<file path="src/hw/rtl/mse_pkg.sv">
`default_nettype none
package mse_pkg;

    localparam int MAX_NODES_DEF    = 32;
    localparam int MAX_VSOURCES_DEF = 16;

    localparam logic [2:0] OP_REG_NODE = 3'd0;
    localparam logic [2:0] OP_RESISTOR = 3'd1;
    localparam logic [2:0] OP_VSOURCE  = 3'd2;
    localparam logic [2:0] OP_ISOURCE  = 3'd3;
    localparam logic [2:0] OP_READ_MAT = 3'd4;
    localparam logic [2:0] OP_READ_RHS = 3'd5;

    localparam logic [1:0] STAT_OK         = 2'd0;
    localparam logic [1:0] STAT_ZERO_RES   = 2'd1;
    localparam logic [1:0] STAT_TABLE_FULL = 2'd2;
    localparam logic [1:0] STAT_RANGE      = 2'd3;

    localparam logic signed [31:0] Q_ONE   = 32'sh0001_0000;
    localparam logic signed [31:0] VAL_MAX = 32'sh7fff_ffff;
    localparam logic signed [31:0] VAL_MIN = 32'sh8000_0000;

    typedef struct packed {
        logic       load;
        logic       scan;
        logic       reg_node;
        logic       div_start;
        logic       step_addr;
        logic       step_rd;
        logic       step_wr;
        logic       publish;
        logic       clear;
        logic [2:0] step;
    } dp_cmd_t;

    typedef struct packed {
        logic       clr_done;
        logic       scan_done;
        logic       div_done;
        logic       skip;
        logic [2:0] opcode;
    } dp_stat_t;

    function automatic logic signed [31:0] sat33(input logic signed [32:0] v);
        logic signed [31:0] r;
        if (v > 33'sh0_7fff_ffff)
        begin
            r = VAL_MAX;
        end
        else if (v < -33'sh0_8000_0000)
        begin
            r = VAL_MIN;
        end
        else
        begin
            r = v[31:0];
        end
        return r;
    endfunction

endpackage
`default_nettype wire

</file>
<file path="src/hw/rtl/mse_ctrl.sv">
`default_nettype none
module mse_ctrl (
    input  wire logic             clk,
    input  wire logic             rst_n,
    input  wire logic             req_valid,
    output logic                  req_ready,
    output logic                  rsp_valid,
    input  wire logic             rsp_ready,
    output mse_pkg::dp_cmd_t      cmd,
    input  wire mse_pkg::dp_stat_t stat
);

    typedef enum logic [3:0] {
        S_CLEAR,
        S_IDLE,
        S_SCAN,
        S_DISPATCH,
        S_REG,
        S_DIV_START,
        S_DIV_WAIT,
        S_ADDR,
        S_RD,
        S_WR,
        S_FIN
    } state_t;

    state_t     state_reg;
    state_t     state_next;
    logic [2:0] step_reg;
    logic [2:0] step_next;
    logic       rsp_valid_reg;
    logic       rsp_valid_next;
    logic [2:0] last_step;
    logic       out_free;

    always_comb
    begin
        case (stat.opcode)
            mse_pkg::OP_RESISTOR: last_step = 3'd3;
            mse_pkg::OP_VSOURCE:  last_step = 3'd4;
            mse_pkg::OP_ISOURCE:  last_step = 3'd1;
            default:              last_step = 3'd0;
        endcase
    end

    always_comb
    begin
        out_free       = !rsp_valid_reg || rsp_ready;
        state_next     = state_reg;
        step_next      = step_reg;
        rsp_valid_next = rsp_valid_reg && !rsp_ready;
        cmd            = '0;
        cmd.step       = step_reg;
        unique case (state_reg)
            S_CLEAR:
            begin
                cmd.clear = 1'b1;
                if (stat.clr_done)
                begin
                    state_next = S_IDLE;
                end
            end
            S_IDLE:
            begin
                if (req_valid)
                begin
                    cmd.load   = 1'b1;
                    state_next = S_SCAN;
                end
            end
            S_SCAN:
            begin
                cmd.scan = 1'b1;
                if (stat.scan_done)
                begin
                    state_next = S_DISPATCH;
                end
            end
            S_DISPATCH:
            begin
                step_next = 3'd0;
                if (stat.skip)
                begin
                    state_next = S_FIN;
                end
                else
                begin
                    case (stat.opcode)
                        mse_pkg::OP_REG_NODE: state_next = S_REG;
                        mse_pkg::OP_RESISTOR: state_next = S_DIV_START;
                        mse_pkg::OP_VSOURCE,
                        mse_pkg::OP_ISOURCE,
                        mse_pkg::OP_READ_MAT,
                        mse_pkg::OP_READ_RHS: state_next = S_ADDR;
                        default:              state_next = S_FIN;
                    endcase
                end
            end
            S_REG:
            begin
                cmd.reg_node = 1'b1;
                state_next   = S_FIN;
            end
            S_DIV_START:
            begin
                cmd.div_start = 1'b1;
                state_next    = S_DIV_WAIT;
            end
            S_DIV_WAIT:
            begin
                if (stat.div_done)
                begin
                    state_next = S_ADDR;
                end
            end
            S_ADDR:
            begin
                cmd.step_addr = 1'b1;
                state_next    = S_RD;
            end
            S_RD:
            begin
                cmd.step_rd = 1'b1;
                state_next  = S_WR;
            end
            S_WR:
            begin
                cmd.step_wr = 1'b1;
                if (step_reg == last_step)
                begin
                    state_next = S_FIN;
                end
                else
                begin
                    step_next  = step_reg + 3'd1;
                    state_next = S_ADDR;
                end
            end
            S_FIN:
            begin
                if (out_free)
                begin
                    cmd.publish    = 1'b1;
                    rsp_valid_next = 1'b1;
                    state_next     = S_IDLE;
                end
            end
            default:
            begin
                state_next = S_IDLE;
            end
        endcase
    end

    always_ff @(posedge clk or negedge rst_n)
    begin
        if (!rst_n)
        begin
            state_reg     <= S_CLEAR;
            step_reg      <= '0;
            rsp_valid_reg <= 1'b0;
        end
        else
        begin
            state_reg     <= state_next;
            step_reg      <= step_next;
            rsp_valid_reg <= rsp_valid_next;
        end
    end

    assign req_ready = (state_reg == S_IDLE);
    assign rsp_valid = rsp_valid_reg;

endmodule
`default_nettype wire

</file>
<file path="config.mk">
export PLATFORM = sky130hd
export DESIGN_NAME = mse_ctrl
export DESIGN_NICKNAME = d
export VERILOG_FILES = /design/src/hw/rtl/mse_pkg.sv /design/src/hw/rtl/mse_ctrl.sv
export SDC_FILE = /design/constraint.sdc
export NUM_CORES = 1
export LEC_CHECK = 0
export BUFFER_PORTS_ARGS = -buffer_cell sky130_fd_sc_hd__buf_2
export CORE_MARGIN = 3
export CORE_UTILIZATION = 40
export CTS_CLUSTER_DIAMETER = 30
export DETAILED_ROUTE_END_ITERATION = 16
export PLACE_DENSITY = 0.67
export SLEW_MARGIN = 20
export SYNTH_ARGS = -nofsm -noshare
export SYNTH_HDL_FRONTEND = slang
export SYNTH_SLANG_ARGS = --single-unit
export TNS_END_PERCENT = 10
</file>
<file path="constraint.sdc">
create_clock -name clk -period 1.9 [get_ports clk]
set_clock_uncertainty 0.1 [all_clocks]
set_input_delay 0.19 -clock clk [delete_from_list [all_inputs] [get_ports clk]]
set_output_delay 0.19 -clock clk [all_outputs]
set_load 0.02 [all_outputs]
</file>
==> summary.txt, run 1 <==
STA
  • Fmax: 0.568 GHz
  • Least-Margin Pin Slew: 0.289 ns
  • Final setup vio count: 0
  • Clock period minus final worst setup slack: 1.76 ns
  • Unrepaired setup endpoints after global routing: no
  • Worst slew margin: roughly 80%
  • Final Hold Fails: 0
  • Max Slew Vio Count: 0
  • Setup TNS: 0 ns
  • Worst hold slack: 0.145 ns
  • Final period util: about 93%

Logic synthesis
  • Register area share after synthesis: 28.9%
  • Synth Cell Area: 692 um^2
  • Post-synthesis register bit count: 8
  • Synth Flop Type: dfrtp_1
  • Syn nets: 93
  • Syn Inst Count: between 80 and 90
  • Fraction of registers with async set/reset: 100%
  • Area leader, netlist: dfrtp_1
  • Yosys cell types: 31
  • Post-synth top area share: 28.9%
  • Yosys warns: 0
  • Dominant cells by area after synthesis: dfrtp_1, nor3_1, nor2_1
  • Post-synth EDFFs: 0
  • Mean Syn Cell Area: 8.54 um^2

Route
  • ANT nets after route: 0
  • Vias/cell: 5.88
  • Initial drt markers: 27
  • WL/cell: 14.0 um
  • Via count: 706
  • Total wire length: 1680 um
  • Pre-Repair DR Iteration Count: 4
  • Post-route DRC: 0

Global route
  • Initial antenna violation count: 0
  • Vias in the first global route: between 600 and 700
  • Total grt overflow: 0
  • GRT Overall Usage: 16.4%
  • Largest net degree at the start of global routing: 17
  • First-pass GRT wire length: 2570 um

Cells and area
  • Inserted Diodes: 0
  • Layout Nets: 118
  • Post-route insts no fill: 120
  • Layout cells sized above 1: between 30% and 40%
  • Synth-to-layout area growth: 20.6%
  • Fill count: 160
  • Number of flip-flops in the largest register: 4
  • Finished Cell Area: 835 um^2

Critical path
  • Setup CP Type: reg -> out
  • Critical Path Max Stage Delay: 0.49 ns
  • Slowest cell on crit path: dfrtp_2
  • Family with the most delay on the worst path: simple AND/OR/NAND/NOR gates
  • Req. time, crit path: approximately 1.6 ns
  • WP buf/inv: 1
  • Critical path cell sequence: nand2b_1 > nor3_1 > and2_1 > buf_2
  • Critical Path AT: 1.47 ns
  • Crit-path max FO: 13
  • Reg2Reg Setup Slack: 0.42 ns
  • Startpoint types: flop
  • Crit. End Element: primary output

Clock tree
  • Reg clk slew, reported paths: about 0.06 ns
  • Root buffer cell: clkbuf_4
  • Clk sinks: 8
  • TritonCTS buffer count: 3
  • Clk_lat worst skew: about 0.26 ns
  • H-tree lvl count: 1
  • CTS tree: built
  • Clock Path Buffers: 2

Floorplanning
  • Die width: 47.6 um
  • Initial Utilization: 44.4%
  • Top Ports: 25
  • Die Span Y: 47.6 um
  • Site row count: 14
  • Die area: 2260 um^2
  • Core footprint: 1560 um^2

Power
  • Int Pwr: slightly below 0.6 mW
  • IR drop worst, VDD: 0.000515 V
  • Final Power: around 1.2 mW
  • Power density cells: 1440 nW/um^2
  • Switching power: 0.611 mW
  • Sequential Power Share: approximately a third
  • Sw Ratio: 50.9%
  • Clock network power share: 11.4%
  • Leakage power: 0.411 nW
  • Comb power frac: 54.4%

Placement
  • Routability congestion estimate: 0.757
  • Area after DPL: about 800 um^2
  • Post-DP HPWL: 1260 um
  • Placed Instances: 116
  • Port bufs: 24

Worst hold path
  • Hold Path Class: in -> reg

Run status
  • Status: completed

Job
  • Maxcap violations: 0
[through the flow]
stage | util [%] | setup WS, ns
2_1_floorplan | - | 0.163
3_3_place_gp | 51.2 | 0.349
3_5_place_dp | 51.2 | 0.351
4_1_cts | 53.3 | 0.0732
5_1_grt | 53.5 | 0.0103
6_report | 53.5 | 0.138
[cell usage in the layout (no fill, tap or decap), drive strengths merged]
cell         instances
a21boi               1
nor4                 2
a31oi                2
nand2                7
o21bai               1
nor3                11
o21ai                3
or3                  1
a311o                1
buf                 24
nor2                11
nand2b               5
xor2                 1
o31ai                2
dlygate4sd3          1
clkbuf               3
nand4b               1
dfrtp                8
inv                  1
and2b                1
ha                   1
o32a                 1
nor2b                2
and4bb               1
mux2i                3
nand4                3
a211o                1
a211oi               3
and2                 1
a2bb2oi              1
[path summary, 6_finish.rpt]
path                              start      endpoint  cells after the start
setup / recovery           state_reg[1]       cmd[11]                      4
hold / removal                rsp_ready     rsp_valid                      3
setup reg to reg           state_reg[1]  state_reg[0]                      4
hold reg to reg               rsp_valid     rsp_valid                      2
max in group asynchronous         rst_n  state_reg[1]                      2
min in group asynchronous         rst_n   step_reg[0]                      2
[cells in the mapped netlist, types with 3 or more instances]
cell      number
nand2b_1       5
dfrtp_1        8
nand2_1        7
buf_2          3
nor2_1        11
a211oi_1       3
nand4_2        3
mux2i_1        3
nor3_1        11
[power by group through the flow]
stage / clock, mW / combinational [mW] / sequential (mW)
finish: 0.137 / 0.653 / 0.410
global route: 0.150 / 0.722 / 0.430
CTS: 0.140 / 0.653 / 0.398
detailed placement: 0 / 0.650 / 0.400
global placement: 0 / 0.647 / 0.399
floorplan: 0 / 0.570 / 0.323
[timing repair]
item	CTS	global route
setup endpoints to repair	0	2
gates resized for setup	0	3
endpoints found under the hold margin	8	0
buffers inserted	0	0
hold buffers	1	0
[cell families (layout without fill, tap and decap cells)]
logic type | after synthesis | after routing | synth area share [%]
DFF | 8 | 8 | 28.9
adders and majority gates | 1 | 1 | 1.81
xor gates and xnor gates | 1 | 1 | 2.35
AOI/OAI and AO/OA | 16 | 16 | 17.5
muxes | 3 | 3 | 4.34
and+or+nand+nor | 46 | 46 | 39.6
buffers and inverters | 6 | 29 | 5.42
[per-layer routing]
metal	global-route usage [%]	wire, um	vias up
met5	0	0	-
met4	10.8	34	0
met3	4.89	104	4
met2	22.7	728	26
met1	21.9	810	329
li1	-	-	347
[layout make-up]
type / instances / area, um^2 / share of cell area (%)
inverter: 1 / 3.75 / 0.450
sequential: 8 / 204 / 24.4
timing repair buffer: 25 / 130 / 15.6
tap: 16 / 20.0 / 2.40
multi-input combinational: 67 / 454 / 54.4
clock buffer: 3 / 22.5 / 2.70
[worst register-to-register path, delay by kind of cell (launching register included)]
kind	cells	cell delay, ns
and+or+nand+nor	1	0.25
AOI/OAI and AO/OA	3	0.53
DFF	1	0.49
No activity file was read; power rests on OpenSTA's default activity.
==> inputs of run 2 (changes only) <==
- RECOVER_POWER: not set -> 50
==> summary.txt, run 2 (same netlist as run 1, synthesis figures left out) <==
Clock tree
  • Clk_lat worst skew: 0.26 ns (about the same)
  • CTS tree: built
  • Root buffer cell: clkbuf_4
  • TritonCTS buffer count: 3 (unchanged)
  • H-tree lvl count: 1 (unchanged)
  • Clk sinks: 8 (unchanged)
  • Clock Path Buffers: 2 (unchanged)
  • Reg clk slew, reported paths: 0.06 ns (about the same)

STA
  • Worst slew margin: 70.5% (-10 points)
  • Unrepaired setup endpoints after global routing: no
  • Final Hold Fails: 0 (unchanged)
  • Setup TNS: 0 ns (unchanged)
  • Fmax: 0.568 GHz (about the same)
  • Max Slew Vio Count: 0 (unchanged)
  • Final setup vio count: 0 (unchanged)
  • Final period util: 92.7% (about the same)
  • Least-Margin Pin Slew: 0.443 ns (+0.154 ns)
  • Clock period minus final worst setup slack: 1.76 ns (-0.000823 ns)

Power
  • IR drop worst, VDD: 0.000512 V (-0.48%)
  • Leakage power: 0.391 nW (-4.9%)
  • Power density cells: 1450 nW/um^2 (+0.91%)

Critical path
  • Crit. End Element: primary output
  • Req. time, crit path: 1.61 ns (about the same)
  • Critical Path AT: 1.47 ns (about the same)
  • Crit-path max FO: 13 (unchanged)
  • Setup CP Type: reg -> out
  • Critical Path Max Stage Delay: 0.49 ns (about the same)
  • Critical path cell sequence: nand2b_1 > nor3_1 > and2_1 > buf_2
  • Startpoint types: flop
  • Slowest cell on crit path: dfrtp_2

Route
  • Total wire length: 1680 um (about the same)
  • Pre-Repair DR Iteration Count: 4 (unchanged)
  • Post-route DRC: 0 (unchanged)
  • Initial drt markers: 27 (unchanged)
  • Via count: 701 (-0.71%)
  • WL/cell: 14.0 um (about the same)
  • Vias/cell: 5.84 (-0.71%)
  • ANT nets after route: 0 (unchanged)

Worst hold path
  • Hold Path Class: in -> reg

Cells and area
  • Synth-to-layout area growth: 18.8%
  • Post-route insts no fill: 120 (unchanged)
  • Inserted Diodes: 0 (unchanged)
  • Multi-input logic area: 448 um^2 (-1.4%)
  • Fill count: 167 (+4.4%)
  • Commonest non-fill, non-tap cell in the layout: buf_2
  • Layout cells sized above 1: 29.8% (-5.8 points)
  • Layout Nets: 118 (unchanged)
  • Most frequent cells in the layout: buf_2, nor3_1, nor2_1
  • Register area: 204 um^2 (unchanged)
  • Util after Layout: 52.7% (-0.80 points)
  • Number of flip-flops in the largest register: 4 (unchanged)

Placement
  • Post-DP HPWL: 1260 um (unchanged)
  • Routability congestion estimate: 0.757 (unchanged)
  • Port bufs: 24 (unchanged)
  • Placed Instances: 116 (unchanged)

Floorplanning
  • Die area: 2260 um^2 (unchanged)
  • Die width: 47.6 um (unchanged)
  • Die Span Y: 47.6 um (unchanged)
  • Top Ports: 25 (unchanged)
  • Site row count: 14 (unchanged)
  • Core footprint: 1560 um^2 (unchanged)
  • Initial Utilization: 44.4% (unchanged)

Global route
  • Initial antenna violation count: 0 (unchanged)
  • GRT Overall Usage: 16.4% (unchanged)
  • Largest net degree at the start of global routing: 17 (unchanged)
  • Total grt overflow: 0 (unchanged)
  • First-pass GRT wire length: 2570 um (unchanged)
  • Vias in the first global route: 602 (unchanged)

Run status
  • Status: completed

Job
  • Maxcap violations: 0 (unchanged)
run 2: changes by cell type in the layout (fill, tap and decap cells not counted), sizes merged:
| cell | before | now |
|---|---|---|
| buf | 24 | 19 |
| clkbuf | 3 | 8 |
run 2: worst max-delay path, delay by kind of cell, from the launching register on:
family                 cells  cell delay (ns)
buffers and inverters      1             0.15
and+or+nand+nor            3             0.57
DFF                        1             0.49
run 2: metrics by stage:
stage	power [mW]	instance area (um^2)	setup slack (ns)	hold slack [ns]
2_1_floorplan	0.893	692	0.163	-0.206
3_3_place_gp	1.05	798	0.349	-0.0546
3_5_place_dp	1.05	798	0.351	-0.0547
4_1_cts	1.19	831	0.0732	0.145
5_1_grt	1.29	822	0.0103	0.175
6_report	1.19	822	0.139	0.142
run 2: report_power, final:
| part | internal (mW) | switching [mW] |
|---|---|---|
| Combinational | 0.268 | 0.376 |
| Clock | 0.0728 | 0.0659 |
| Sequential | 0.241 | 0.169 |
run 2: worst paths after layout:
| path | slack [ns] | end | cells after the start | from |
|---|---|---|---|---|
| setup / recovery | 0.14 | cmd[11] | 4 | state_reg[1] |
| max in group asynchronous | 1.09 | state_reg[1] | 2 | rst_n |
| setup reg to reg | 0.40 | step_reg[1] | 4 | step_reg[1] |
| min in group asynchronous | 0.28 | step_reg[0] | 2 | rst_n |
| hold reg to reg | 0.44 | rsp_valid | 2 | rsp_valid |
| hold / removal | 0.14 | rsp_valid | 3 | rsp_ready |
run 2: timing repair:
action | CTS | global route
setup buffers | 0 | 0
hold buffers | 1 | 0
endpoints found under the hold margin | 8 | 0
endpoints found under the setup margin | 0 | 2
gates resized for setup | 0 | 3
run 2: cell type report:
class / count / area share, %
Inverter: 1 / 0.457
Timing Repair Buffer: 25 / 15.1
Tap cell: 16 / 2.44
Sequential cell: 8 / 24.8
Multi-Input combinational cell: 67 / 54.5
Clock buffer: 3 / 2.74
run 2: per-layer routing:
metal	wire (um)	track usage, %	up-vias
met5	0	0	-
met4	34	10.8	0
met3	85	4.89	4
met2	725	22.7	22
met1	833	21.9	329
li1	-	-	346
